**src/sv/mie_pkg.sv**
```systemverilog
// Shared types and constants of the MIPS32 instruction executor.
// Holds the transaction structs, status and memory codes, and opcode tables.
// No dependencies.
`default_nettype none

package mie_pkg;

  localparam logic [31:0] START_ADDR_RESET = 32'h0000_1000;
  localparam logic [31:0] JUMP_REGION_MASK = 32'hf000_0000;

  typedef enum logic [2:0] {
    ST_OK         = 3'd0,
    ST_LOAD       = 3'd1,
    ST_ILLEGAL    = 3'd2,
    ST_SYSCALL    = 3'd3,
    ST_UNEXPECTED = 3'd4,
    ST_HALTED     = 3'd5
  } status_e;

  typedef enum logic [1:0] {
    MEM_NONE  = 2'd0,
    MEM_READ  = 2'd1,
    MEM_WRITE = 2'd2
  } mem_op_e;

  typedef enum logic [1:0] {
    MW_BYTE = 2'd0,
    MW_HALF = 2'd1,
    MW_WORD = 2'd2
  } mem_width_e;

  typedef enum logic [2:0] {
    LK_LB  = 3'd0,
    LK_LH  = 3'd1,
    LK_LW  = 3'd2,
    LK_LBU = 3'd3,
    LK_LHU = 3'd4
  } load_kind_e;

  localparam logic [0:0] MODE_EXEC = 1'b0;
  localparam logic [0:0] MODE_DATA = 1'b1;

  // primary opcodes
  localparam logic [5:0] OP_SPECIAL = 6'h00;
  localparam logic [5:0] OP_J       = 6'h02;
  localparam logic [5:0] OP_JAL     = 6'h03;
  localparam logic [5:0] OP_BEQ     = 6'h04;
  localparam logic [5:0] OP_BNE     = 6'h05;
  localparam logic [5:0] OP_ADDIU   = 6'h09;
  localparam logic [5:0] OP_SLTI    = 6'h0a;
  localparam logic [5:0] OP_SLTIU   = 6'h0b;
  localparam logic [5:0] OP_ANDI    = 6'h0c;
  localparam logic [5:0] OP_ORI     = 6'h0d;
  localparam logic [5:0] OP_XORI    = 6'h0e;
  localparam logic [5:0] OP_LUI     = 6'h0f;
  localparam logic [5:0] OP_LB      = 6'h20;
  localparam logic [5:0] OP_LH      = 6'h21;
  localparam logic [5:0] OP_LW      = 6'h23;
  localparam logic [5:0] OP_LBU     = 6'h24;
  localparam logic [5:0] OP_LHU     = 6'h25;
  localparam logic [5:0] OP_SB      = 6'h28;
  localparam logic [5:0] OP_SH      = 6'h29;
  localparam logic [5:0] OP_SW      = 6'h2b;

  // function codes under OP_SPECIAL
  localparam logic [5:0] FN_SLL     = 6'h00;
  localparam logic [5:0] FN_SRL     = 6'h02;
  localparam logic [5:0] FN_SRA     = 6'h03;
  localparam logic [5:0] FN_JR      = 6'h08;
  localparam logic [5:0] FN_JALR    = 6'h09;
  localparam logic [5:0] FN_SYSCALL = 6'h0c;
  localparam logic [5:0] FN_ADDU    = 6'h21;
  localparam logic [5:0] FN_SUBU    = 6'h23;
  localparam logic [5:0] FN_AND     = 6'h24;
  localparam logic [5:0] FN_OR      = 6'h25;
  localparam logic [5:0] FN_XOR     = 6'h26;
  localparam logic [5:0] FN_NOR     = 6'h27;
  localparam logic [5:0] FN_SLT     = 6'h2a;
  localparam logic [5:0] FN_SLTU    = 6'h2b;

  // syscall codes that let execution continue
  localparam logic [31:0] SC_PRINT_INT    = 32'd1;
  localparam logic [31:0] SC_PRINT_STRING = 32'd4;
  localparam logic [31:0] SC_PRINT_CHAR   = 32'd11;

  localparam logic [4:0] REG_ZERO = 5'd0;
  localparam logic [4:0] REG_V0   = 5'd2;
  localparam logic [4:0] REG_A0   = 5'd4;
  localparam logic [4:0] REG_RA   = 5'd31;

  typedef struct packed {
    logic        mode;
    logic [31:0] instr;
    logic [31:0] load_data;
  } in_item_t;

  typedef struct packed {
    logic [2:0]  status;
    logic [31:0] next_pc;
    logic [1:0]  mem_op;
    logic [31:0] mem_addr;
    logic [1:0]  mem_width;
    logic [31:0] store_data;
    logic [31:0] syscall_code;
    logic [31:0] syscall_arg;
  } out_item_t;

  // architectural state besides the register file
  typedef struct packed {
    logic [31:0] pc;
    logic        load_waiting;
    logic [4:0]  load_dest;
    load_kind_e  load_kind;
    logic        halted;
  } arch_t;

  // register file write port
  typedef struct packed {
    logic        en;
    logic [4:0]  addr;
    logic [31:0] data;
  } wb_t;

endpackage

`default_nettype wire

```
**src/sv/mie_regfile.sv**
```systemverilog
// General register file: 32 x 32 memory with per-entry valid bits and write bypass.
// Registered rs/rt read ports plus shadow copies of v0 and a0. Uses mie_pkg.
`default_nettype none

module mie_regfile (
  input  wire logic          clk_i,
  input  wire logic          rst_ni,
  input  wire logic          rd_en_i,
  input  wire logic [4:0]    rs_addr_i,
  input  wire logic [4:0]    rt_addr_i,
  input  wire mie_pkg::wb_t  wb_i,
  output logic [31:0]        rs_data_o,
  output logic [31:0]        rt_data_o,
  output logic [31:0]        v0_o,
  output logic [31:0]        a0_o
);
  import mie_pkg::*;

  logic [31:0] mem_q [32];
  logic [31:0] valid_q;
  logic [31:0] rs_data_q;
  logic [31:0] rt_data_q;
  logic [31:0] v0_q;
  logic [31:0] a0_q;
  logic        wr_en;

  assign wr_en = wb_i.en && (wb_i.addr != REG_ZERO);

  always_ff @(posedge clk_i) begin
    if (wr_en) begin
      mem_q[wb_i.addr] <= wb_i.data;
    end
  end

  always_ff @(posedge clk_i or negedge rst_ni) begin
    if (!rst_ni) begin
      valid_q <= '0;
      v0_q    <= '0;
      a0_q    <= '0;
    end else if (wr_en) begin
      valid_q[wb_i.addr] <= 1'b1;
      if (wb_i.addr == REG_V0) begin
        v0_q <= wb_i.data;
      end
      if (wb_i.addr == REG_A0) begin
        a0_q <= wb_i.data;
      end
    end
  end

  // never-written entries and register zero read as zero
  always_ff @(posedge clk_i) begin
    if (rd_en_i) begin
      if (rs_addr_i == REG_ZERO) begin
        rs_data_q <= '0;
      end else if (wr_en && (wb_i.addr == rs_addr_i)) begin
        rs_data_q <= wb_i.data;
      end else begin
        rs_data_q <= valid_q[rs_addr_i] ? mem_q[rs_addr_i] : '0;
      end
      if (rt_addr_i == REG_ZERO) begin
        rt_data_q <= '0;
      end else if (wr_en && (wb_i.addr == rt_addr_i)) begin
        rt_data_q <= wb_i.data;
      end else begin
        rt_data_q <= valid_q[rt_addr_i] ? mem_q[rt_addr_i] : '0;
      end
    end
  end

  assign rs_data_o = rs_data_q;
  assign rt_data_o = rt_data_q;
  assign v0_o      = v0_q;
  assign a0_o      = a0_q;

endmodule

`default_nettype wire

```
**src/sv/mie_exec.sv**
```systemverilog
// Execute logic: decodes one transaction and forms the result, the register
// write and the next architectural state. Purely combinational. Uses mie_pkg.
`default_nettype none

module mie_exec (
  input  wire mie_pkg::in_item_t  item_i,
  input  wire mie_pkg::arch_t     arch_i,
  input  wire logic [31:0]        rs_val_i,
  input  wire logic [31:0]        rt_val_i,
  input  wire logic [31:0]        v0_i,
  input  wire logic [31:0]        a0_i,
  output mie_pkg::out_item_t      res_o,
  output mie_pkg::arch_t          arch_o,
  output mie_pkg::wb_t            wb_o
);
  import mie_pkg::*;

  logic [5:0]  op;
  logic [5:0]  fn;
  logic [4:0]  rt;
  logic [4:0]  rd;
  logic [4:0]  sh;
  logic [31:0] imm;
  logic [31:0] simm;
  logic [31:0] pc4;
  logic [31:0] br_target;
  logic [31:0] j_target;
  logic [31:0] ea;
  logic [31:0] ld_ext;
  logic [31:0] ld;

  assign op   = item_i.instr[31:26];
  assign rt   = item_i.instr[20:16];
  assign rd   = item_i.instr[15:11];
  assign sh   = item_i.instr[10:6];
  assign fn   = item_i.instr[5:0];
  assign imm  = {16'h0000, item_i.instr[15:0]};
  assign simm = {{16{item_i.instr[15]}}, item_i.instr[15:0]};
  assign pc4  = arch_i.pc + 32'd4;
  assign br_target = pc4 + {simm[29:0], 2'b00};
  assign j_target  = (pc4 & JUMP_REGION_MASK) | {4'h0, item_i.instr[25:0], 2'b00};
  assign ea   = rs_val_i + simm;
  assign ld   = item_i.load_data;

  always_comb begin
    case (arch_i.load_kind)
      LK_LB:   ld_ext = {{24{ld[7]}}, ld[7:0]};
      LK_LH:   ld_ext = {{16{ld[15]}}, ld[15:0]};
      LK_LBU:  ld_ext = {24'h000000, ld[7:0]};
      LK_LHU:  ld_ext = {16'h0000, ld[15:0]};
      default: ld_ext = ld;
    endcase
  end

  always_comb begin
    res_o         = '0;
    res_o.status  = ST_OK;
    res_o.next_pc = pc4;
    arch_o        = arch_i;
    wb_o          = '0;
    wb_o.addr     = rd;

    if (arch_i.halted) begin
      res_o.status  = ST_HALTED;
      res_o.next_pc = arch_i.pc;
    end else if (item_i.mode == MODE_DATA) begin
      res_o.next_pc = arch_i.pc;
      if (!arch_i.load_waiting) begin
        res_o.status = ST_UNEXPECTED;
      end else begin
        wb_o.en             = 1'b1;
        wb_o.addr           = arch_i.load_dest;
        wb_o.data           = ld_ext;
        arch_o.load_waiting = 1'b0;
      end
    end else if (arch_i.load_waiting) begin
      res_o.status  = ST_LOAD;
      res_o.next_pc = arch_i.pc;
    end else if (op == OP_SPECIAL) begin
      case (fn)
        FN_SLL: begin
          wb_o.en   = 1'b1;
          wb_o.data = rt_val_i << sh;
        end
        FN_SRL: begin
          wb_o.en   = 1'b1;
          wb_o.data = rt_val_i >> sh;
        end
        FN_SRA: begin
          wb_o.en   = 1'b1;
          wb_o.data = $unsigned($signed(rt_val_i) >>> sh);
        end
        FN_JR: begin
          res_o.next_pc = rs_val_i;
        end
        FN_JALR: begin
          // target uses rs as read before the link write
          res_o.next_pc = rs_val_i;
          wb_o.en       = 1'b1;
          wb_o.data     = pc4;
        end
        FN_SYSCALL: begin
          res_o.status       = ST_SYSCALL;
          res_o.syscall_code = v0_i;
          res_o.syscall_arg  = a0_i;
          if (!(v0_i inside {SC_PRINT_INT, SC_PRINT_STRING, SC_PRINT_CHAR})) begin
            arch_o.halted = 1'b1;
            res_o.next_pc = arch_i.pc;
          end
        end
        FN_ADDU: begin
          wb_o.en   = 1'b1;
          wb_o.data = rs_val_i + rt_val_i;
        end
        FN_SUBU: begin
          wb_o.en   = 1'b1;
          wb_o.data = rs_val_i - rt_val_i;
        end
        FN_AND: begin
          wb_o.en   = 1'b1;
          wb_o.data = rs_val_i & rt_val_i;
        end
        FN_OR: begin
          wb_o.en   = 1'b1;
          wb_o.data = rs_val_i | rt_val_i;
        end
        FN_XOR: begin
          wb_o.en   = 1'b1;
          wb_o.data = rs_val_i ^ rt_val_i;
        end
        FN_NOR: begin
          wb_o.en   = 1'b1;
          wb_o.data = ~(rs_val_i | rt_val_i);
        end
        FN_SLT: begin
          wb_o.en   = 1'b1;
          wb_o.data = {31'd0, $signed(rs_val_i) < $signed(rt_val_i)};
        end
        FN_SLTU: begin
          wb_o.en   = 1'b1;
          wb_o.data = {31'd0, rs_val_i < rt_val_i};
        end
        default: begin
          res_o.status  = ST_ILLEGAL;
          arch_o.halted = 1'b1;
          res_o.next_pc = arch_i.pc;
        end
      endcase
    end else begin
      wb_o.addr = rt;
      case (op)
        OP_J: begin
          res_o.next_pc = j_target;
        end
        OP_JAL: begin
          res_o.next_pc = j_target;
          wb_o.en       = 1'b1;
          wb_o.addr     = REG_RA;
          wb_o.data     = pc4;
        end
        OP_BEQ: begin
          if (rs_val_i == rt_val_i) begin
            res_o.next_pc = br_target;
          end
        end
        OP_BNE: begin
          if (rs_val_i != rt_val_i) begin
            res_o.next_pc = br_target;
          end
        end
        OP_ADDIU: begin
          wb_o.en   = 1'b1;
          wb_o.data = ea;
        end
        OP_SLTI: begin
          wb_o.en   = 1'b1;
          wb_o.data = {31'd0, $signed(rs_val_i) < $signed(simm)};
        end
        OP_SLTIU: begin
          // immediate is sign extended, then compared unsigned
          wb_o.en   = 1'b1;
          wb_o.data = {31'd0, rs_val_i < simm};
        end
        OP_ANDI: begin
          wb_o.en   = 1'b1;
          wb_o.data = rs_val_i & imm;
        end
        OP_ORI: begin
          wb_o.en   = 1'b1;
          wb_o.data = rs_val_i | imm;
        end
        OP_XORI: begin
          wb_o.en   = 1'b1;
          wb_o.data = rs_val_i ^ imm;
        end
        OP_LUI: begin
          wb_o.en   = 1'b1;
          wb_o.data = {item_i.instr[15:0], 16'h0000};
        end
        OP_LB, OP_LH, OP_LW, OP_LBU, OP_LHU: begin
          res_o.status        = ST_LOAD;
          res_o.mem_op        = MEM_READ;
          res_o.mem_addr      = ea;
          arch_o.load_waiting = 1'b1;
          arch_o.load_dest    = rt;
          case (op)
            OP_LB: begin
              arch_o.load_kind = LK_LB;
              res_o.mem_width  = MW_BYTE;
            end
            OP_LH: begin
              arch_o.load_kind = LK_LH;
              res_o.mem_width  = MW_HALF;
            end
            OP_LBU: begin
              arch_o.load_kind = LK_LBU;
              res_o.mem_width  = MW_BYTE;
            end
            OP_LHU: begin
              arch_o.load_kind = LK_LHU;
              res_o.mem_width  = MW_HALF;
            end
            default: begin
              arch_o.load_kind = LK_LW;
              res_o.mem_width  = MW_WORD;
            end
          endcase
        end
        OP_SB, OP_SH, OP_SW: begin
          res_o.mem_op     = MEM_WRITE;
          res_o.mem_addr   = ea;
          res_o.store_data = rt_val_i;
          case (op)
            OP_SB:   res_o.mem_width = MW_BYTE;
            OP_SH:   res_o.mem_width = MW_HALF;
            default: res_o.mem_width = MW_WORD;
          endcase
        end
        default: begin
          res_o.status  = ST_ILLEGAL;
          arch_o.halted = 1'b1;
          res_o.next_pc = arch_i.pc;
        end
      endcase
    end

    arch_o.pc = res_o.next_pc;
  end

endmodule

`default_nettype wire

```
**src/sv/mips_instruction_executor_top.sv**
```systemverilog
// MIPS32 integer instruction executor, top level.
// Input register, register file, execute logic and result register. Uses mie_pkg.
//
// Usage: each input transaction carries either an instruction word fetched at
// the current program counter (mode 0) or the right-aligned read data of a
// pending load (mode 1). Every input transaction yields exactly one result
// transaction with status, next fetch address, an optional memory request and
// syscall code/argument. A load issue reports status 1 and a read request;
// the next transaction must then bring the data in mode 1.
// The config channel writes the start address and reloads the program counter;
// write it only while no transaction is in flight.
// The register file is read alongside the input register when a transaction is
// accepted, the result register loads when it leaves the input register, and
// the result is then held until taken. Throughput: one transaction per cycle
// while the receiver takes results; the register file read for the next
// transaction bypasses the write of the one ahead.
// Reset: program counter 0x1000, all registers zero, no load pending.
// When the receiver stalls, the result register holds, the input register
// fills behind it and in_ready_o falls until the result is taken.
`default_nettype none

module mips_instruction_executor_top (
  input  wire logic                clk_i,
  input  wire logic                rst_ni,
  input  wire logic                in_valid_i,
  output logic                     in_ready_o,
  input  wire mie_pkg::in_item_t   in_item_i,
  output logic                     out_valid_o,
  input  wire logic                out_ready_i,
  output mie_pkg::out_item_t       out_item_o,
  input  wire logic                cfg_valid_i,
  output logic                     cfg_ready_o,
  input  wire logic [31:0]         cfg_data_i
);
  import mie_pkg::*;

  logic      s1_valid_q;
  in_item_t  s1_item_q;
  logic      out_valid_q;
  out_item_t out_item_q;
  arch_t     arch_q;
  arch_t     arch_d;
  arch_t     arch_exec;
  out_item_t res;
  wb_t       wb_exec;
  wb_t       wb;
  logic      advance;
  logic      accept;
  logic      cfg_wr;
  logic [31:0] rs_val;
  logic [31:0] rt_val;
  logic [31:0] v0_val;
  logic [31:0] a0_val;

  assign advance     = s1_valid_q && (!out_valid_q || out_ready_i);
  assign in_ready_o  = !s1_valid_q || advance;
  assign accept      = in_valid_i && in_ready_o;
  assign cfg_ready_o = 1'b1;
  assign cfg_wr      = cfg_valid_i;

  // state only moves when a transaction leaves the input register or a config write reloads the program counter
  always_comb begin
    wb          = wb_exec;
    wb.en       = wb_exec.en && advance;
    arch_d      = arch_q;
    if (advance) begin
      arch_d = arch_exec;
    end
    if (cfg_wr) begin
      arch_d.pc = cfg_data_i;
    end
  end

  mie_regfile u_regfile (
    .clk_i     (clk_i),
    .rst_ni    (rst_ni),
    .rd_en_i   (accept),
    .rs_addr_i (in_item_i.instr[25:21]),
    .rt_addr_i (in_item_i.instr[20:16]),
    .wb_i      (wb),
    .rs_data_o (rs_val),
    .rt_data_o (rt_val),
    .v0_o      (v0_val),
    .a0_o      (a0_val)
  );

  mie_exec u_exec (
    .item_i   (s1_item_q),
    .arch_i   (arch_q),
    .rs_val_i (rs_val),
    .rt_val_i (rt_val),
    .v0_i     (v0_val),
    .a0_i     (a0_val),
    .res_o    (res),
    .arch_o   (arch_exec),
    .wb_o     (wb_exec)
  );

  always_ff @(posedge clk_i or negedge rst_ni) begin
    if (!rst_ni) begin
      arch_q.pc           <= START_ADDR_RESET;
      arch_q.load_waiting <= 1'b0;
      arch_q.load_dest    <= REG_ZERO;
      arch_q.load_kind    <= LK_LB;
      arch_q.halted       <= 1'b0;
      s1_valid_q          <= 1'b0;
      out_valid_q         <= 1'b0;
    end else begin
      arch_q <= arch_d;
      if (in_ready_o) begin
        s1_valid_q <= in_valid_i;
      end
      if (advance) begin
        out_valid_q <= 1'b1;
      end else if (out_ready_i) begin
        out_valid_q <= 1'b0;
      end
    end
  end

  always_ff @(posedge clk_i) begin
    if (accept) begin
      s1_item_q <= in_item_i;
    end
    if (advance) begin
      out_item_q <= res;
    end
  end

  assign out_valid_o = out_valid_q;
  assign out_item_o  = out_item_q;

endmodule

`default_nettype wire
```
**config.mk**
```make
export PLATFORM = sky130hd
export DESIGN_NAME = mips_instruction_executor_top
export DESIGN_NICKNAME = d
export VERILOG_FILES = /design/src/sv/mie_pkg.sv /design/src/sv/mie_regfile.sv /design/src/sv/mie_exec.sv /design/src/sv/mips_instruction_executor_top.sv
export SDC_FILE = /design/constraint.sdc
export NUM_CORES = 2
export LEC_CHECK = 0
export ABC_AREA = 1
export ABC_CLOCK_PERIOD_IN_PS = 6700
export BUFFER_PORTS_ARGS = -buffer_cell sky130_fd_sc_hd__buf_2
export CAP_MARGIN = 20
export CORE_ASPECT_RATIO = 0.8
export CORE_MARGIN = 2
export CORE_UTILIZATION = 40
export CTS_CLUSTER_DIAMETER = 40
export DETAILED_ROUTE_END_ITERATION = 6
export PLACE_DENSITY = 0.57
export SETUP_SLACK_MARGIN = 0.5
export SYNTH_ARGS = -nofsm -noshare
export SYNTH_HDL_FRONTEND = slang
export SYNTH_SLANG_ARGS = --single-unit
```
**constraint.sdc**
```tcl
create_clock -name clk_i -period 6.7 [get_ports clk_i]
set_input_delay 1.005 -clock clk_i [delete_from_list [all_inputs] [get_ports clk_i]]
set_output_delay 1.005 -clock clk_i [all_outputs]
set_load 0.05 [all_outputs]
```
==> summary.md <==
| Metric | Value |
|---|---|
| H-tree levels | `4` |
| Crit path max-delay family | `simple AND/OR/NAND/NOR gates` |
| Final setup viols | `0` |
| Vias | `84450` |
| F_max | `approximately 170 MHz` |
| Clk sinks | `1460` |
| I/O Pins | `272` |
| Post-synth top cells | `2287 x nand2_1, 1431 x o21ai_0, 1320 x edfxtp_1, 1025 x inv_1, 918 x nor2_1` |
| Final setup margin | `~0.70 ns` |
| CP max stage cell | `a31oi_1` |
| Area grow syn2layout | `15.10%` |
| Mapped Cells | `10490` |
| Max Transition Viols Final | `0` |
| WP data required | `~7.3 ns` |
| Final hold violation count | `0` |
| DR vias/cell | `approximately 6.2` |
| DR iter-0 viols | `approximately 13000` |
| Core box area | `214100 um2` |
| Die ar. | `around 220000 um2` |
| First-pass GRT wire length | `around 600 mm` |
| Most frequent cell after synthesis | `nand2_1` |
| Layout cells sized above 1 | `under 10%` |
| Crit path top cell by count | `nand2_1` |
| GRT Total Usage | `38.82%` |
| Internal Pwr Total | `18680 uW` |
| Psw | `8970 uW` |
| Yosys warns | `0` |
| Period minus WS final | `5.996 ns` |
| Root Driver | `clkbuf_16` |
| Drt pass-1 iters | `7` |
| CTS tree | `built` |
| Final setup TNS | `0 ns` |
| Setup Crit Path Kind | `reg2reg` |
| Largest cells by area after synthesis | `edfxtp_1 46%, nand2_1 10%, o21ai_0 8.3%, nand3_1 4.6%, inv_1 4.5%` |
| Clock-pin slew on the worst setup and hold paths | `roughly 0.06 ns` |
| Post-synthesis sequential element count | `about 1500` |
| Critical path depth | `19` |
| Crit-path max FO | `16` |
| Crit end category | `register` |
| Combinational power share | `19.1%` |
| RSZ-0062 raised after global routing | `false` |
| Die Height | `418.7 um` |
| Initial Utilization | `40.15%` |
| Sequential area share after synthesis | `50.18%` |
| Max-cap violations | `0` |
| DRC errors left | `0` |
| Max Buffers Root-to-Sink | `4` |
| Distinct cell type count after synthesis | `63` |
| WP data arrival | `between 6 and 7 ns` |
| Total gr overflow | `0` |
| Worst hold path class | `in2async` |
| Die width | `522.4 um` |
| Power share of the clock group | `~43%` |
| Mean Syn Cell Area | `slightly above 8 um2` |
| Clock skew | `0.1264 ns` |
| Total wire length | `437.9 mm` |
| Worst-Skew Late Latency | `around 0.91 ns` |
| Area leader, netlist | `edfxtp_1` |
| Port buffer count | `270` |
| Mapped cell area | `85980 um2` |
| FP Rows | `152` |
| Largest net degree at the start of global routing | `around 170` |
| DR WL/cell | `31.96 um` |
| Worst slew pin tran | `1.170 ns` |
| Crit share post-route | `89.49%` |
| Sw frac | `32.44%` |
| Top cell type's share of synthesized area | `between 40% and 50%` |
| Cell area power density | `279.4 nW/um2` |
| Max_slew headroom | `21.65%` |
| Maximum vdd drop | `between 0.2 and 0.25 mV` |
| Post-route ant nets | `0` |
| Register area | `43140 um2` |
| CTS Hold Buffers Added | `0` |
| Cell Chain, Critical Path | `inv_2 > nand2_2 > nor2_4 > nand2_2 > nand2_1 > inv_2 > nand3_1 > nor2_1 > nand3_1 > nand2_1 > buf_4 > inv_1 > nand2_1 > a31oi_1 > nand2_1 > nand2_1 > buf_4 > nand2_1 > a21oi_1` |
| R2R depth | `19` |
| HPWL Detailed | `316.4 mm` |
| Area occupied by multi-input gates | `36890 um2` |
| Fillers | `~21000` |
| TritonCTS Buffers | `~220` |
| Initial antenna violation count | `52` |
| Top_reg_cell synth | `edfxtp_1` |
| CP max stage delay | `between 0.9 and 1 ns` |
| Number of global-route vias before repair | `75370` |
| Worst Setup Start Kind | `register` |
| Post-CTS setup buffer count | `0` |
| Leakage power | `0.04086 uW` |
| DP Worst Slack | `1.138 ns` |
| Number of synthesized flops with an enable pin | `1320` |
| Nets | `10980` |
| Post-CTS sizing | `0` |
| Fraction of registers with async set/reset | `9.589%` |
| Register share of total power | `~38%` |
| Worst path bufs/invs | `5` |
| Placer Congestion | `1.132` |
| Status | `finished clean` |
worst register-to-register path, cell delays in order (launching register included):
cell and delay [ns]:
edfxtp_1 0.70, inv_2 0.51, nand2_2 0.18, nor2_4 0.45, nand2_2 0.42, nand2_1 0.25, inv_2 0.06, nand3_1 0.07
nor2_1 0.07, nand3_1 0.22, nand2_1 0.13, buf_4 0.23, inv_1 0.16, nand2_1 0.31, a31oi_1 0.97, nand2_1 0.15
nand2_1 0.15, buf_4 0.40, nand2_1 0.12, a21oi_1 0.28
cell usage in the layout, fill, tap and decap left out, types with 26 or more instances in the layout:
master,count
a21oi_1,704
buf_2,261
buf_4,249
bufinv_16,31
clkbuf_16,221
clkinvlp_4,26
conb_1,33
dfrtp_1,139
edfxtp_1,1320
ha_1,209
inv_1,1016
inv_6,31
nand2_1,2286
nand3_1,783
nand4_1,170
nor2_1,880
nor2_4,42
nor3_1,75
o211ai_1,302
o21ai_0,1429
o21ai_1,41
o22ai_1,156
xor2_1,27
cell families (layout without fill, tap and decap cells):
family | Yosys count | count (layout) | synth area share (%)
multiplexers | 1 | 1 | 0.01164
AND/OR/NAND/NOR | 4345 | 4345 | 21.26
AO/OA/AOI/OAI | 2758 | 2758 | 17.59
XOR/XNOR | 37 | 37 | 0.3769
buffers and inverters | 1672 | 1990 | 7.435
other | 2 | 45 | 0.008734
flip-flops | 1460 | 1460 | 50.18
adder cells (fa/ha/maj) | 213 | 213 | 3.135
metrics by stage:
step	hold WS [ns]	util [%]	cells	instance area, um2	power (uW)
finish	0.1131	46.21	13700	98960	27650
global route	0.1185	46.20	13690	98940	28370
detailed placement	0.3887	42.63	13290	91300	15580
CTS	0.09004	46.17	13680	98870	27540
floorplan	0.4344	-	10520	86100	13380
global placement	0.3762	42.61	13280	91250	15620
power groups by stage:
stage                     Clock [uW]  Combinational (uW)  Sequential [uW]
final                          12000                5280            10400
after global routing           12500                5510            10400
after CTS                      12100                5070            10400
after detailed placement           0                5050            10500
after global placement             0                5090            10500
after floorplan                    0                2520            10900
layer usage:
| layer | GRT usage, % | part of all wire (%) | vias to the layer above | wire, um |
|---|---|---|---|---|
| li1 | - | - | 36600 | - |
| met1 | 56.31 | 43 | 41370 | 187100 |
| met2 | 53.03 | 40 | 5550 | 173900 |
| met3 | 12.61 | 13 | 887 | 57130 |
| met4 | 14.92 | 4.4 | 40 | 19420 |
| met5 | 0 | 0.057 | - | 251 |
final timing paths:
kind	slack, ns	start	end
worst max-delay path	0.70	s1_item_q[33]	u_regfile.rs_data_o[11]
worst min-delay path	0.11	rst_ni	arch_q[38]
worst max register to register	0.70	s1_item_q[33]	u_regfile.rs_data_o[11]
worst min register to register	0.42	u_regfile.valid_q[0]	u_regfile.valid_q[0]
max in group asynchronous	5.46	rst_ni	u_regfile.v0_o[26]
min in group clk_i	0.33	in_item_i[45]	s1_item_q[45]
state kept, by name, summed over array words and instances (netlist names):
register	cells
s1_valid_q	1
u_regfile.rs_data_o	32
u_regfile.mem_q	1024
s1_item_q	65
u_regfile.v0_o	32
arch_q	42
out_item_o	167
u_regfile.valid_q	32
out_valid_o	1
u_regfile.rt_data_o	32
u_regfile.a0_o	32
cell type report:
class / count / share of cell area, %
flip-flops and latches: 1460 / 43.59
multi-input cells: 7387 / 37.28
clock buffers: 246 / 5.734
inverters: 1051 / 4.013
repair buffers: 542 / 3.825
well taps: 2849 / 3.602
clock inverters: 151 / 1.926
diodes: 12 / 0.03034
No activity file was read; power rests on OpenSTA's default activity.
